## src/rtl/gmed_pkg.sv

```systemverilog
// Shared constants, types and gradient functions of the edge detector.
`timescale 1ns / 1ps
`default_nettype none
package gmed_pkg;

  localparam int MaxWidth = 1024;
  localparam int ColW     = $clog2(MaxWidth);
  localparam int PixW     = 8;
  localparam int FwW      = 11;
  localparam int ModeW    = 2;
  localparam int CfgIdxW  = 2;
  localparam int CfgDataW = 11;
  localparam int GradW    = PixW + 4;
  localparam int SqW      = 2 * PixW + 2;
  localparam int RootW    = SqW / 2;
  localparam int RemW     = RootW + 3;

  localparam logic [CfgIdxW-1:0] CfgMode       = CfgIdxW'(0);
  localparam logic [CfgIdxW-1:0] CfgThreshold  = CfgIdxW'(1);
  localparam logic [CfgIdxW-1:0] CfgFrameWidth = CfgIdxW'(2);

  typedef enum logic [ModeW-1:0] {
    ModeRoberts = 2'd0,
    ModePrewitt = 2'd1,
    ModeSobel   = 2'd2
  } mode_e;

  localparam logic [1:0] PhFirst  = 2'd0;
  localparam logic [1:0] PhSecond = 2'd1;
  localparam logic [1:0] PhLater  = 2'd2;

  localparam logic [ModeW-1:0] ModeRst = ModeSobel;
  localparam logic [PixW-1:0]  ThrRst  = PixW'(70);
  localparam logic [FwW-1:0]   FwRst   = FwW'(512);
  localparam logic [FwW-1:0]   FwMin   = FwW'(2);
  localparam logic [FwW-1:0]   FwMax   = FwW'(MaxWidth);

  // one window column: index 0 top, 1 middle, 2 bottom
  typedef logic [2:0][PixW-1:0] col_t;

  typedef struct packed {
    logic [PixW-1:0] a1;
    logic [PixW-1:0] a2;
    logic            eor;
    logic            eof;
  } job_t;

  function automatic logic signed [GradW-1:0] ext(logic [PixW-1:0] p);
    return signed'({{(GradW-PixW){1'b0}}, p});
  endfunction

  function automatic logic [PixW-1:0] abs_sat(logic signed [GradW-1:0] g);
    logic signed [GradW-1:0] a;
    a = (g < 0) ? -g : g;
    return (a > GradW'(255)) ? {PixW{1'b1}} : a[PixW-1:0];
  endfunction

  function automatic job_t grad_job(logic [ModeW-1:0] mode, col_t lf, col_t ce, col_t rt,
                                    logic eor, logic eof);
    logic signed [GradW-1:0] g1;
    logic signed [GradW-1:0] g2;
    logic signed [GradW-1:0] d1;
    logic signed [GradW-1:0] d2;
    job_t j;
    d1 = ext(ce[2]) - ext(ce[0]);
    d2 = ext(rt[1]) - ext(lf[1]);
    if (mode == ModeRoberts) begin
      g1 = ext(rt[2]) - ext(ce[1]);
      g2 = ext(ce[2]) - ext(rt[1]);
    end else begin
      if (mode != ModePrewitt) begin
        d1 = d1 + d1;
        d2 = d2 + d2;
      end
      g1 = ext(lf[2]) - ext(lf[0]) + d1 + ext(rt[2]) - ext(rt[0]);
      g2 = ext(rt[0]) - ext(lf[0]) + d2 + ext(rt[2]) - ext(lf[2]);
    end
    j.a1  = abs_sat(g1);
    j.a2  = abs_sat(g2);
    j.eor = eor;
    j.eof = eof;
    return j;
  endfunction

endpackage
`default_nettype wire

```

## src/rtl/gmed_if.sv

```systemverilog
// Pixel input and edge result channel interfaces.
`timescale 1ns / 1ps
`default_nettype none


interface gmed_res_if import gmed_pkg::*; ();
  logic            valid;
  logic            ready;
  logic            edge_res;
  logic [PixW-1:0] magnitude;
  logic            end_of_row;
  logic            end_of_frame;
  modport source(output valid, edge_res, magnitude, end_of_row, end_of_frame, input ready);
  modport sink(input valid, edge_res, magnitude, end_of_row, end_of_frame, output ready);
endinterface
`default_nettype wire

```

## src/rtl/gmed_mag.sv

```systemverilog
// Magnitude pipeline: squares, bit-serial square root stages, threshold and output register.
`timescale 1ns / 1ps
`default_nettype none
module gmed_mag import gmed_pkg::*; (
  input  wire logic            clk_i,
  input  wire logic            rst_ni,
  input  wire logic            job_valid_i,
  output logic                 job_ready_o,
  input  wire job_t            job_i,
  input  wire logic [PixW-1:0] thr_i,
  gmed_res_if.source           res_o
);

  localparam int NP = RootW + 1;

  logic                  g_v_q;
  job_t                  g_q;
  logic [NP-1:0]         p_v_q;
  logic [SqW-1:0]        p_x_q    [NP];
  logic [RemW-1:0]       p_rem_q  [NP];
  logic [RootW-1:0]      p_root_q [NP];
  logic                  p_eor_q  [NP];
  logic                  p_eof_q  [NP];
  logic                  out_v_q;
  logic                  out_edge_q;
  logic [PixW-1:0]       out_mag_q;
  logic                  out_eor_q;
  logic                  out_eof_q;

  logic                  adv_out;
  logic [NP-1:0]         adv_p;
  logic                  adv_g;
  logic [2*PixW-1:0]     sq1;
  logic [2*PixW-1:0]     sq2;
  logic [SqW-1:0]        sq_sum;
  logic [SqW-1:0]        x_n    [NP];
  logic [RemW-1:0]       rem_n  [NP];
  logic [RootW-1:0]      root_n [NP];
  logic [PixW-1:0]       mag_d;

  always_comb begin
    adv_out      = !out_v_q || res_o.ready;
    adv_p[NP-1]  = !p_v_q[NP-1] || adv_out;
    for (int i = NP - 2; i >= 0; i--) begin
      adv_p[i] = !p_v_q[i] || adv_p[i+1];
    end
    adv_g = !g_v_q || adv_p[0];
  end

  assign job_ready_o = adv_g;

  assign sq1    = g_q.a1 * g_q.a1;
  assign sq2    = g_q.a2 * g_q.a2;
  assign sq_sum = SqW'(sq1) + SqW'(sq2);

  // one root bit per stage
  always_comb begin
    logic [RemW-1:0] rsh;
    logic [RemW-1:0] trial;
    logic            ge;
    for (int i = 0; i < NP; i++) begin
      rsh       = {p_rem_q[i][RemW-3:0], p_x_q[i][SqW-1 -: 2]};
      trial     = RemW'({p_root_q[i], 2'b01});
      ge        = rsh >= trial;
      rem_n[i]  = ge ? rsh - trial : rsh;
      root_n[i] = {p_root_q[i][RootW-2:0], ge};
      x_n[i]    = p_x_q[i] << 2;
    end
  end

  assign mag_d = (p_root_q[NP-1] > RootW'(255)) ? {PixW{1'b1}} : p_root_q[NP-1][PixW-1:0];

  always_ff @(posedge clk_i or negedge rst_ni) begin
    if (!rst_ni) begin
      g_v_q   <= 1'b0;
      p_v_q   <= '0;
      out_v_q <= 1'b0;
    end else begin
      if (adv_g) g_v_q <= job_valid_i;
      if (adv_p[0]) p_v_q[0] <= g_v_q;
      for (int i = 1; i < NP; i++) begin
        if (adv_p[i]) p_v_q[i] <= p_v_q[i-1];
      end
      if (adv_out) out_v_q <= p_v_q[NP-1];
    end
  end

  always_ff @(posedge clk_i) begin
    if (adv_g && job_valid_i) g_q <= job_i;
    if (adv_p[0] && g_v_q) begin
      p_x_q[0]    <= sq_sum;
      p_rem_q[0]  <= '0;
      p_root_q[0] <= '0;
      p_eor_q[0]  <= g_q.eor;
      p_eof_q[0]  <= g_q.eof;
    end
    for (int i = 1; i < NP; i++) begin
      if (adv_p[i] && p_v_q[i-1]) begin
        p_x_q[i]    <= x_n[i-1];
        p_rem_q[i]  <= rem_n[i-1];
        p_root_q[i] <= root_n[i-1];
        p_eor_q[i]  <= p_eor_q[i-1];
        p_eof_q[i]  <= p_eof_q[i-1];
      end
    end
    if (adv_out && p_v_q[NP-1]) begin
      out_edge_q <= mag_d > thr_i;
      out_mag_q  <= mag_d;
      out_eor_q  <= p_eor_q[NP-1];
      out_eof_q  <= p_eof_q[NP-1];
    end
  end

  assign res_o.valid        = out_v_q;
  assign res_o.edge_res     = out_edge_q;
  assign res_o.magnitude    = out_mag_q;
  assign res_o.end_of_row   = out_eor_q;
  assign res_o.end_of_frame = out_eof_q;

`ifndef SYNTHESIS
  a_empty_out_takes_job: assert property (@(posedge clk_i) disable iff (!rst_ni)
    !out_v_q |-> job_ready_o) else $error("job stalled with empty output");
  a_job_enters: assert property (@(posedge clk_i) disable iff (!rst_ni)
    job_valid_i && job_ready_o |=> g_v_q) else $error("accepted job lost");
  a_root_range: assert property (@(posedge clk_i) disable iff (!rst_ni)
    p_v_q[NP-1] |-> p_root_q[NP-1] <= RootW'(361)) else $error("root out of range");
`endif

endmodule
`default_nettype wire
```

## src/flat_wrapper.sv

```systemverilog
// flat-port wrapper written by rule: the top's interface ports become plain ports
module gmed_mag_flat import gmed_pkg::*;
  (clk_i, rst_ni, job_valid_i, job_ready_o, job_i, thr_i, res_o_valid, res_o_edge_res, res_o_magnitude, res_o_end_of_row, res_o_end_of_frame, res_o_ready);
  gmed_res_if res_o_i ();
  input  wire logic clk_i;
  input  wire logic rst_ni;
  input  wire logic job_valid_i;
  output logic job_ready_o;
  input  wire job_t job_i;
  input  wire logic [PixW-1:0] thr_i;
  output wire logic [$bits(res_o_i.valid)-1:0] res_o_valid;
  output wire logic [$bits(res_o_i.edge_res)-1:0] res_o_edge_res;
  output wire logic [$bits(res_o_i.magnitude)-1:0] res_o_magnitude;
  output wire logic [$bits(res_o_i.end_of_row)-1:0] res_o_end_of_row;
  output wire logic [$bits(res_o_i.end_of_frame)-1:0] res_o_end_of_frame;
  input wire logic [$bits(res_o_i.ready)-1:0] res_o_ready;
  assign res_o_valid = res_o_i.valid;
  assign res_o_edge_res = res_o_i.edge_res;
  assign res_o_magnitude = res_o_i.magnitude;
  assign res_o_end_of_row = res_o_i.end_of_row;
  assign res_o_end_of_frame = res_o_i.end_of_frame;
  assign res_o_i.ready = res_o_ready;
  gmed_mag u_core (.clk_i(clk_i), .rst_ni(rst_ni), .job_valid_i(job_valid_i), .job_ready_o(job_ready_o), .job_i(job_i), .thr_i(thr_i), .res_o(res_o_i));
endmodule
```

## config.mk

```make
export PLATFORM = sky130hd
export DESIGN_NAME = gmed_mag_flat
export DESIGN_NICKNAME = d
export VERILOG_FILES = /design/src/rtl/gmed_pkg.sv /design/src/rtl/gmed_if.sv /design/src/rtl/gmed_mag.sv /design/src/flat_wrapper.sv
export SDC_FILE = /design/constraint.sdc
export NUM_CORES = 1
export LEC_CHECK = 0
export BUFFER_PORTS_ARGS = -buffer_cell sky130_fd_sc_hd__buf_2
export CORE_MARGIN = 2
export CORE_UTILIZATION = 50
export CTS_BUF_LIST = sky130_fd_sc_hd__clkbuf_16
export CTS_CLUSTER_DIAMETER = 120
export DETAILED_ROUTE_END_ITERATION = 10
export HOLD_SLACK_MARGIN = 0.06
export PLACE_DENSITY = 0.64
export REMOVE_ABC_BUFFERS = 1
export SYNTH_ARGS = -nofsm -noshare
export SYNTH_HDL_FRONTEND = slang
export SYNTH_SLANG_ARGS = --single-unit
```

## constraint.sdc

```tcl
create_clock -name clk_i -period 17.12 [get_ports clk_i]
set_clock_uncertainty 0.1 [all_clocks]
set_input_delay 1.712 -clock clk_i [delete_from_list [all_inputs] [get_ports clk_i]]
set_output_delay 1.712 -clock clk_i [all_outputs]
set_load 0.005 [all_outputs]
```

Yosys cells after proc, flatten, opt, wreduce, memory -nomap -nowiden
Memories as Yosys holds them, arrays and structs flattened. A register that Yosys moved wholly into a read port is not among the register bits.
Cells that the tools add are included.

word-level totals
  bits in registers = 39
  logic and storage cells = 112
  output and inout port bits = 13
  memories = 5
  ROM bits = 0
  latch bits = 0
  memory bits (writable) = 410
  bits of input ports = 30

memory list
  memory           words  bits a word  read ports  clocked after memory_dff  write ports  RTL line        text
  u_core.p_x_q     10     18           9           0                         10           gmed_mag.sv:19  logic [SqW-1:0] p_x_q [NP];
  u_core.p_rem_q   10     12           9           0                         10           gmed_mag.sv:20  logic [RemW-1:0] p_rem_q [NP];
  u_core.p_root_q  10     9            10          0                         10           gmed_mag.sv:21  logic [RootW-1:0] p_root_q [NP];
  u_core.p_eof_q   10     1            10          1                         10           gmed_mag.sv:23  logic p_eof_q [NP];
  u_core.p_eor_q   10     1            10          1                         10           gmed_mag.sv:22  logic p_eor_q [NP];

cells by class
  magnitude comparators = 11
  div/mod/pow operators = 0
  reductions and logical operators = 36
  bitwise logic cells = 0
  eq/ne operators = 0
  shift operators = 0
  multiply operators = 2
  mux-type cells = 30
  $add $sub $neg = 10

operator list
  operator                                                               number
  12-bit by 11-bit greater-or-equal comparator with 1-bit output         9
  12-bit 2-to-1 mux                                                      9
  12-bit by 11-bit subtractor with 12-bit output                         9
  8-bit by 8-bit multiplier with 16-bit output                           2
  1-bit 2-to-1 mux                                                       20
  16-bit by 16-bit adder with 17-bit output                              1
  1-bit logical AND                                                      12
  1-bit zero test                                                        12
  1-bit logical OR                                                       12
  9-bit by 8-bit > comparator with 1-bit output (second input constant)  1
  8-bit > comparator                                                     1
  8-bit 2-to-1 mux                                                       1

Logic depth before layout (Yosys ltp)
Gate-level depths: netlist of the first run.

  depth after elaboration = 15
  mapped depth = 20
  depth with buffers taken out = 19

Least setup slack after synthesis of the first run
No wires, ideal clock.

  path type = register -> register
  start = reg u_core.g_q[14] in the netlist's numbering
  end = mem u_core.p_x_q[0][14] in the netlist's numbering (data pin)
  cell stages (with the launch flop) = 17
  data arrival time = 5.096 ns
  clock period less this slack = 5.484 ns
  library setup time = 0.288 ns
  required time = 16.732 ns
  slack = 11.636 ns
  buffers on the path = 1
  path through = edfxtp_1 > clkbuf_1 > nand2_1 > fa_1 > fa_1 > inv_1 > fa_1 > fa_1 > fa_1 > inv_1 > fa_1 > inv_1 > ha_1 > o21a_1 > o211a_1 > a221oi_2 > o311ai_0

RTL lines
  item                    RTL line        text
  start, declared         gmed_mag.sv:17  job_t g_q;
  start signal, assigned  gmed_mag.sv:89  if (adv_g && job_valid_i) g_q <= job_i;
  end, declared           gmed_mag.sv:19

==> results of run 1 <==
==> layout make-up <==
type	instances	share of cell area
Sequential cell	264	0.480
Multi-Input combinational cell	696	0.381
Clock buffer	29	0.0443
Inverter	172	0.0395
Tap cell	390	0.0298
Timing Repair Buffer	47	0.0151
Clock inverter	25	0.0107
==> worst max-delay path, delay by kind of cell (launching register included) <==
family,cells,cell delay [ns]
flip-flops,1,0.47
adder cells (fa/ha/maj),7,3.42
AND/OR/NAND/NOR,1,0.22
buffers and inverters,3,0.24
AO/OA/AOI/OAI,4,1.02
==> routing by layer <==
metal  GRT usage  wire, um
met5           0         0
met2       0.319     13400
met1       0.171      8980
met3      0.0213       725
met4      0.0548       717
==> cells by family (layout without fill, tap and decap cells) <==
logic type               count (synthesis)  after routing  share of synthesized area
AO/OA/AOI/OAI                          163            163                     0.0734
XOR/XNOR                                51             51                     0.0302
adder cells (fa/ha/maj)                190            190                      0.199
buffers and inverters                  184            273                     0.0478
flip-flops                             264            264                      0.531
multiplexers                            23             23                     0.0179
other                                    1              1                   0.000253
AND/OR/NAND/NOR                        268            268                     0.0999
==> flip-flops by register name, indices dropped and copies added (netlist names) <==
name / count
u_core.res_o.end_of_frame: 1
u_core.p_v_q: 10
u_core.res_o.valid: 1
u_core.g_q: 18
u_core.p_eof_q: 10
u_core.p_root_q: 45
u_core.g_v_q: 1
u_core.res_o.magnitude: 8
u_core.p_x_q: 89
u_core.p_eor_q: 10
u_core.p_rem_q: 69
u_core.res_o.edge_res: 1
u_core.res_o.end_of_row: 1
==> how the worst min path moves through the flow <==
stage | from | end | slack (ns) | depth (start not counted)
finish | u_core.p_eof_q[0] | u_core.p_eof_q[1] | 0.32 | 0
global route | u_core.p_x_q[6][12] | u_core.p_x_q[7][14] | 0.32 | 0
CTS | u_core.p_x_q[2][12] | u_core.p_x_q[3][14] | 0.32 | 0
detailed placement | u_core.p_eof_q[1] | u_core.p_eof_q[2] | 0.30 | 0
global placement | u_core.p_x_q[3][15] | u_core.p_x_q[4][17] | 0.30 | 0
floorplan | u_core.g_q[0] | u_core.p_eof_q[0] | 0.30 | 0
==> report_power, final <==
group	switching [uW]	internal, uW
Clock	250	326
Sequential	70.2	980
Combinational	843	664
==> per-stage QoR <==
step           power (uW)  setup slack (ns)  utilization
3_3_place_gp         2560             11.39        0.527
5_1_grt              3420             11.04        0.557
3_5_place_dp         2590             11.33        0.527
4_1_cts              3180             11.32        0.557
2_1_floorplan        2260             11.69            -
6_report             3130             11.35        0.557
==> placed cells by master, fill, tap and decap left out, drive strengths merged, types with 8 or more instances in the layout <==
cell type / instances
edfxtp: 252
inv: 175
ha: 114
fa: 76
nand2: 56
buf: 47
nor2: 45
and2: 45
o21ai: 44
xnor2: 40
a21oi: 36
clkbuf: 29
a21o: 20
nand2b: 17
nor2b: 16
mux2: 16
clkinv: 16
o21a: 15
nor3: 15
or2: 13
dfrtp: 12
xor2: 11
nand3: 11
nand4: 8
nor4: 8
==> flow_metrics.py, run 1 <==
metrics = {
    "clocking": {
        "cts_resized": 0,
        "cts_root_buffer": "clkbuf_16",
        "hold_buffers": 0,
        "path_clk_slew_ns": 0.06,
        "clockBufferDepth": 3,
        "postCtsSetupRepairBufs": 0,
        "cts_buffers": 29,
        "insertion_delay_ns": 0.54,
        "clock-sinks": 264,
        "cts_tree": "done",
        "htreeDepth": 1,
    },
    "finish": {
        "antenna_cells": 0,
        "final_cells": 1623,
        "drive_gt1_frac": 0.112,
        "area.growth.synth_to_final_pct": 10.7,
        "design_area_um2": 16400,
        "multi_input_area_um2": 6240,
        "nFillCells": 2406,
        "fin_nets": 1430,
        "regArea_um2": 7870,
    },
    "sta": {
        "setup_viol": 0,
        "maxSlewViolCount": 0,
        "relSlewSlack": 0.198,
        "setup-tns-final_ns": 0,
        "tightest_slew_ns": 1.20,
        "rsz0062_at_grt": "false",
        "fin_crit_ns": 5.77,
        "fmax_mhz": 173,
        "fin_crit_sh": 0.337,
        "hold_ws_ns": 0.316,
        "final_hold_viol_count": 0,
    },
    "synth": {
        "synth_edf_count": 252,
        "syn_inst": 1144,
        "synth.area.top_cells": "edfxtp_1, fa_1, ha_1, inv_1, xnor2_1",
        "synth_flop_cell": "edfxtp_1",
        "synth.top_cell.area_share": 0.511,
        "yosysTopAreaCell": "edfxtp_1",
        "ys_seq_area_frac": 0.531,
        "synth.distinct_cells": 68,
        "yosys_register_bits": 264,
        "async_flop_share": 0.0455,
        "yosysMostFrequentCell": "edfxtp_1",
        "syn_avg_cell_area_um2": 12.9,
        "yosysWarnings": 0,
        "netlist_area_um2": 14800,
        "synth_common_cells": "edfxtp_1, inv_1, ha_1",
    },
    "grt": {
        "grtUsageTotal": 0.160,
        "grt_pass1_wl_um": 40200,
        "antenna_found_initial": 0,
        "grt_max_degree": 26,
        "grt_pass1_vias": 8826,
        "grt-ovfl-total": 0,
    },
    "floorplanning": {
        "dieArea_um2": 31000,
        "rows": 63,
        "ios": 43,
        "die_h_um": 176,
        "initial_core_util": 0.504,
        "die_w_um": 176,
        "coreArea_um2": 29400,
    },
    "routing": {
        "num_vias": 8417,
        "ant_nets": 0,
        "finalWirelength_um": 23800,
        "drc": 0,
        "wire_per_inst_um": 14.7,
        "drt-initial-drc-count": 347,
        "dr.pass1.iters": 5,
        "vias_per_cell": 5.19,
    },
    "critical_path": {
        "path_cells": "inv_1, nor2_1, fa_1, fa_1, fa_1, fa_1, fa_1, inv_1, fa_1, inv_1, ha_1, o21a_1, o211a_1, a221oi_2, o311ai_0",
        "r2r_slack_ns": 11.35,
        "crit_start": "u_core.g_q[7]",
        "r2r_start": "u_core.g_q[7]",
        "worstPathMaxFanout": 8,
        "rr_endpoint": "u_core.p_x_q[0][14]",
        "cpMostUsedCell": "fa_1",
        "required_ns": 17.27,
        "critical-path-slowest-cell": "fa_1",
        "critPathArrivalTime_ns": 5.92,
        "crit_end": "u_core.p_x_q[0][14]",
        "crit_type": "reg -> reg",
        "r2r_cells": 15,
        "crit_path_max_incr_delay_ns": 0.54,
        "cp-end-kind": "flop",
        "critPathLaunchType": "flop",
    },
    "pwr": {
        "vdd_ir_drop_max_uv": 269,
        "p_leak_uw": 0.00688,
        "power_density_nw_per_um2": 191,
    },
    "placed_design": {
        "gp_congestion": 0.878,
        "place_inst": 1569,
        "dpl_cell_area_um2": 15500,
        "io_buffers": 42,
        "dp.final_hpwl_um": 18600,
    },
    "run_status": {
        "status": "finished clean",
    },
    "flow_run": {
        "maxCapViolCount": 0,
    },
    "min_path": {
        "hold_path_class": "reg -> reg",
    },
}
Note: power is estimated with default switching activity, not from simulation.
==> run 2, diff against run 1 <==
--- a/config.mk
+++ b/config.mk
@@ -5,6 +5,7 @@
 export SDC_FILE = /design/constraint.sdc
 export NUM_CORES = 1
 export LEC_CHECK = 0
+export ABC_AREA = 1
 export BUFFER_PORTS_ARGS = -buffer_cell sky130_fd_sc_hd__buf_2
 export CORE_MARGIN = 2
 export CORE_UTILIZATION = 50
==> constraint.sdc (replaced) <==
create_clock -name clk_i -period 5.83 [get_ports clk_i]
set_clock_uncertainty 0.1 [all_clocks]
set_input_delay 0.583 -clock clk_i [delete_from_list [all_inputs] [get_ports clk_i]]
set_output_delay 0.583 -clock clk_i [all_outputs]
set_load 0.005 [all_outputs]
==> flow_metrics.py, run 2 <==
metrics = {
    "run_status": {
        "status": "finished clean",
    },
    "critical_path": {
        "critPathLaunchType": "flop",
        "required_ns": 6.02,
        "critPathArrivalTime_ns": 5.70,
        "crit_type": "reg -> reg",
        "worstPathMaxFanout": 9,
        "cp-end-kind": "flop",
        "r2r_cells": 19,
    },
    "sta": {
        "fin_crit_ns": 5.50,
        "fmax_mhz": 182,
        "setup_viol": 0,
        "hold_ws_ns": 0.116,
        "final_hold_viol_count": 0,
        "setup-tns-final_ns": 0,
        "tightest_slew_ns": 1.14,
        "maxSlewViolCount": 0,
        "fin_crit_sh": 0.944,
        "relSlewSlack": 0.241,
        "rsz0062_at_grt": "false",
    },
    "synth": {
        "yosysMostFrequentCell": "inv_1",
        "synth.distinct_cells": 45,
        "synth_common_cells": "inv_1, edfxtp_1, nand2_1",
        "yosysWarnings": 0,
        "synth-simple-area-share": 0.115,
        "syn_inst": 1348,
        "async_flop_share": 0.0455,
        "synth_edf_count": 252,
        "synth_top_family_by_area": "adder cells",
        "syn_avg_cell_area_um2": 11.1,
        "yosys-mux-area-fraction": 0,
        "netlist_area_um2": 14900,
        "ys_seq_area_frac": 0.527,
        "synth.top_cell.area_share": 0.507,
        "synth_fa_ha_area_frac": 0.198,
        "yosysTopAreaCell": "edfxtp_1",
        "synth_flop_cell": "edfxtp_1",
        "synth.area.top_cells": "edfxtp_1, fa_1, ha_1, inv_1, nand2_1",
        "synth_compound_area_frac": 0.0509,
        "yosys_register_bits": 264,
        "synth_xor_area_frac": 0.0311,
    },
    "clocking": {
        "cts_buffers": 28,
        "cts_root_buffer": "clkbuf_16",
        "clock-sinks": 264,
        "clockBufferDepth": 3,
        "insertion_delay_ns": 0.54,
        "htreeDepth": 1,
        "cts_tree": "done",
        "path_clk_slew_ns": 0.06,
        "cts_resized": 0,
    },
    "routing": {
        "drt-initial-drc-count": 390,
        "dr.pass1.iters": 5,
        "wire_per_inst_um": 13.2,
        "num_vias": 8820,
        "vias_per_cell": 4.84,
        "finalWirelength_um": 24100,
        "ant_nets": 0,
        "drc": 0,
    },
    "grt": {
        "antenna_found_initial": 0,
        "grtUsageTotal": 0.167,
        "grt-ovfl-total": 0,
        "grt_pass1_vias": 9198,
        "grt_pass1_wl_um": 42300,
        "grt_max_degree": 28,
    },
    "min_path": {
        "hold_path_class": "in -> reg",
        "whs_path_depth": 1,
    },
    "finish": {
        "largest_reg_flops": 89,
        "layout_commonest_cell": "inv_1",
        "drive_gt1_frac": 0.0900,
        "reg_top3": "u_core.p_x_q: 89 flops, u_core.p_rem_q: 69 flops, u_core.p_root_q: 45 flops",
        "area.growth.synth_to_final_pct": 10.9,
        "fin_nets": 1634,
        "antenna_cells": 0,
        "top_register": "u_core.p_x_q",
        "layout_common_cells": "inv_1, edfxtp_1, nand2_1, ha_1, fa_1",
    },
    "floorplanning": {
        "initial_core_util": 0.506,
        "coreArea_um2": 29500,
        "rows": 63,
        "dieArea_um2": 31200,
        "ios": 43,
        "die_w_um": 177,
        "die_h_um": 177,
    },
    "placed_design": {
        "gp_congestion": 0.865,
        "io_buffers": 42,
        "dp.final_hpwl_um": 18900,
    },
    "pwr": {
        "p_leak_uw": 0.00766,
        "vdd_ir_drop_max_uv": 421,
        "total_power_uw": 8170,
        "power_density_nw_per_um2": 494,
    },
    "flow_run": {
        "maxCapViolCount": 0,
    },
}
[run 2: kinds of logic (layout without fill, tap and decap cells)]
group | Yosys count | count (layout)
buf+inv | 303 | 389
fa+ha+maj | 190 | 190
simple gates | 399 | 399
flops | 264 | 264
xor+xnor | 53 | 53
compound gates | 138 | 138
other cells | 1 | 1
[run 2: cell type report]
cell class	instances	area, um^2
multi-input cells	781	5910
fillers	2510	12900
inverters	286	1080
repair buffers	53	295
clock buffers	30	751
clock inverters	20	154
well taps	390	488
flip-flops and latches	264	7870
[run 2: worst max-delay path, stage by stage (launching register included)]
cell	delay, ns
edfxtp_1	0.55
nand2_1	0.13
fa_1	0.51
inv_1	0.07
fa_1	0.51
fa_1	0.52
fa_1	0.51
fa_1	0.57
inv_1	0.06
fa_1	0.53
inv_1	0.04
ha_1	0.34
nand2_1	0.08
nand2_1	0.08
a21oi_1	0.20
nor2_1	0.06
nor3_1	0.22
nand2_1	0.07
nand2_1	0.06
nand2_1	0.04
[run 2: power breakdown]
| group | total [uW] | switching (uW) | leakage, uW | internal, uW |
|---|---|---|---|---|
| registers | 3100 | 220 | 0.00252 | 2880 |
| logic | 3340 | 2030 | 0.00467 | 1310 |
| clock network | 1720 | 709 | 0.000472 | 1010 |
[run 2: worst paths after layout]
check                                  start                  end  slack, ns
max in group asynchronous             rst_ni      u_core.p_v_q[5]       5.05
max reg2reg                    u_core.g_q[5]  u_core.p_x_q[0][16]       0.33
min                                 job_i[0]        u_core.g_q[0]       0.12
min in group asynchronous             rst_ni      u_core.p_v_q[2]       0.36
min reg2reg                u_core.p_eor_q[5]    u_core.p_eor_q[6]       0.31
max                            u_core.g_q[5]  u_core.p_x_q[0][16]       0.33
[run 2: per-stage QoR]
| stage | instances | worst slack, ns | area (um^2) | utilization |
|---|---|---|---|---|
| after floorplan | 1331 | 0.656 | 14800 | - |
| after global placement | 1767 | 0.381 | 15600 | 0.528 |
| after detailed placement | 1767 | 0.309 | 15600 | 0.528 |
| after CTS | 1818 | 0.297 | 16500 | 0.560 |
| after global routing | 1824 | 0.00557 | 16500 | 0.561 |
| final | 1824 | 0.329 | 16500 | 0.561 |
[run 2: repair_timing]
item,4_1_cts,5_1_grt
setup endpoints to repair,0,2
hold buffers,1,0
buffers inserted,0,6
hold endpoints to repair,12,0
[run 2: layer usage]
layer,up-vias,wire length (um),GRT usage
met4,0,397,0.0420
met5,-,0,0
li1,4524,-,-
met3,29,834,0.0232
met1,4155,10100,0.194
met2,112,12800,0.321
==> run 3, diff against run 2 <==
--- a/config.mk
+++ b/config.mk
@@ -7,7 +7,6 @@
 export LEC_CHECK = 0
 export ABC_AREA = 1
 export BUFFER_PORTS_ARGS = -buffer_cell sky130_fd_sc_hd__buf_2
-export CORE_MARGIN = 2
 export CORE_UTILIZATION = 50
 export CTS_BUF_LIST = sky130_fd_sc_hd__clkbuf_16
 export CTS_CLUSTER_DIAMETER = 120
==> constraint.sdc (replaced) <==
create_clock -name clk_i -period 6.3 [get_ports clk_i]
set_clock_uncertainty 0.1 [all_clocks]
set_input_delay 0.63 -clock clk_i [delete_from_list [all_inputs] [get_ports clk_i]]
set_output_delay 0.63 -clock clk_i [all_outputs]
set_load 0.005 [all_outputs]
==> flow_metrics.py, run 3 (synthesized netlist as in run 2, its figures left out) <==
metrics = {
    "finish": {
        "final_cells": 1816,
        "fin_nets": 1629,
        "reg_top3": "u_core.p_x_q: 89 flops, u_core.p_rem_q: 69 flops, u_core.p_root_q: 45 flops",
        "multi_input_area_um2": 5910,
        "layout_common_cells": "inv_1, edfxtp_1, nand2_1, ha_1, fa_1",
        "antenna_cells": 0,
        "largest_reg_flops": 89,
        "area.growth.synth_to_final_pct": 10.8,
        "top_register": "u_core.p_x_q",
        "fin_util": 0.570,
        "nFillCells": 2453,
        "drive_gt1_frac": 0.0880,
        "layout_commonest_cell": "inv_1",
        "regArea_um2": 7870,
    },
    "clocking": {
        "clockBufferDepth": 3,
        "cts_root_buffer": "clkbuf_16",
        "cts_tree": "done",
        "htreeDepth": 1,
        "postCtsSetupRepairBufs": 0,
        "insertion_delay_ns": 0.55,
        "clock-sinks": 264,
        "cts_buffers": 29,
        "cts_resized": 0,
        "path_clk_slew_ns": 0.06,
    },
    "floorplanning": {
        "rows": 62,
        "die_w_um": 175,
        "initial_core_util": 0.514,
        "ios": 43,
        "coreArea_um2": 29000,
        "die_h_um": 175,
        "dieArea_um2": 30500,
    },
    "placed_design": {
        "io_buffers": 42,
        "place_inst": 1761,
        "dp_worst_setup_slack_ns": 0.758,
        "dp.final_hpwl_um": 18800,
        "gp_congestion": 0.873,
    },
    "critical_path": {
        "cpMostUsedCell": "fa_1",
        "required_ns": 6.50,
        "critical-path-slowest-cell": "fa_1",
        "crit_type": "reg -> reg",
        "crit_buf_inv": 3,
        "critPathArrivalTime_ns": 5.74,
        "r2r_start": "u_core.g_q[3]",
        "r2r_cells": 16,
        "rr_endpoint": "u_core.p_x_q[0][15]",
        "crit_path_max_incr_delay_ns": 0.57,
        "critPathLaunchType": "flop",
        "path_cells": "nand2_1, inv_1, fa_1, fa_1, fa_1, fa_1, fa_1, inv_1, fa_1, inv_1, ha_1, a21oi_1, o21ai_0, a21oi_1, o21ai_0, xor2_1",
        "cp-end-kind": "flop",
        "cp_top_family": "adder cells",
        "r2r_slack_ns": 0.76,
        "worstPathMaxFanout": 10,
    },
    "sta": {
        "fin_crit_ns": 5.54,
        "tightest_slew_ns": 1.13,
        "setup_ws_ns": 0.761,
        "relSlewSlack": 0.249,
        "maxSlewViolCount": 0,
        "setup-tns-final_ns": 0,
        "hold_ws_ns": 0.150,
        "final_hold_viol_count": 0,
        "fmax_mhz": 181,
        "rsz0062_at_grt": "false",
        "setup_viol": 0,
        "fin_crit_sh": 0.879,
    },
    "min_path": {
        "hold_start": "job_i[9]",
        "whs_path_depth": 1,
        "hold_path_class": "in -> reg",
        "holdPathEnd": "u_core.g_q[9]",
    },
    "grt": {
        "grtUsageTotal": 0.168,
        "grt_pass1_vias": 9262,
        "grt-ovfl-total": 0,
        "grt_pass1_wl_um": 42000,
        "grtUsageMet1": 0.201,
        "grt_max_degree": 28,
        "grt.busiest_layer": "met2",
        "antenna_found_initial": 0,
        "met3_usage": 0.0215,
        "use_met2": 0.314,
    },
    "pwr": {
        "power_density_nw_per_um2": 462,
        "p_leak_uw": 0.00764,
        "vdd_ir_drop_max_uv": 410,
    },
    "routing": {
        "finalWirelength_um": 23900,
        "vias_per_cell": 4.91,
        "num_vias": 8912,
        "drt-initial-drc-count": 431,
        "drc": 0,
        "dr.pass1.iters": 5,
        "ant_nets": 0,
        "wire_per_inst_um": 13.2,
    },
    "run_status": {
        "status": "finished clean",
    },
    "flow_run": {
        "maxCapViolCount": 0,
    },
}
-- run 3: cell count changes in the layout (fill, tap and decap cells not counted), sizes merged --
cell | before | now
buf | 52 | 46
bufinv | 2 | 3
clkbuf | 30 | 29
clkinv | 9 | 13
clkinvlp | 0 | 1
inv | 295 | 294
-- run 3: layer usage --
layer	wire (um)	vias to the layer above
li1	-	4514
met1	10400	4218
met4	709	0
met2	12100	136
met5	0	-
met3	705	44
-- run 3: where the power goes --
part | total, uW | leakage (uW) | internal (uW) | switching [uW]
clock | 1650 | 0.000480 | 966 | 680
combinational | 3130 | 0.00464 | 1220 | 1910
sequential | 2870 | 0.00252 | 2670 | 201
total | 7640 | 0.00764 | 4860 | 2790
-- run 3: cell type report --
cell class / count / share of cell area
clock buffer: 29 / 0.0439
clock inverter: 25 / 0.0132
inverter: 286 / 0.0651
multi-input combinational: 781 / 0.358
sequential: 264 / 0.476
tap: 384 / 0.0291
timing repair buffer: 47 / 0.0151
-- run 3: worst max-delay path by stage --
stage          cells past startpoint           from  slack, ns                   to
2_1_floorplan                     19  u_core.g_q[4]       1.13  u_core.p_x_q[0][16]
3_3_place_gp                      19  u_core.g_q[4]       0.85  u_core.p_x_q[0][16]
3_5_place_dp                      16  u_core.g_q[3]       0.76  u_core.p_x_q[0][15]
4_1_cts                           19  u_core.g_q[4]       0.75  u_core.p_x_q[0][16]
5_1_grt                           19  u_core.g_q[4]       0.34  u_core.p_x_q[0][16]
6_report                          16  u_core.g_q[3]       0.76  u_core.p_x_q[0][15]
-- run 3: stage by stage --
step                      power (uW)  cell area, um^2
final                           7640            16500
after global routing            8340            16500
after CTS                       7740            16500
after detailed placement        6050            15600
after global placement          6000            15600
after floorplan                 5300            14800
-- run 3: timing repair --
action | 4_1_cts | 5_1_grt
hold buffers | 1 | 0
setup endpoints to repair | 0 | 0
hold endpoints to repair | 12 | 0
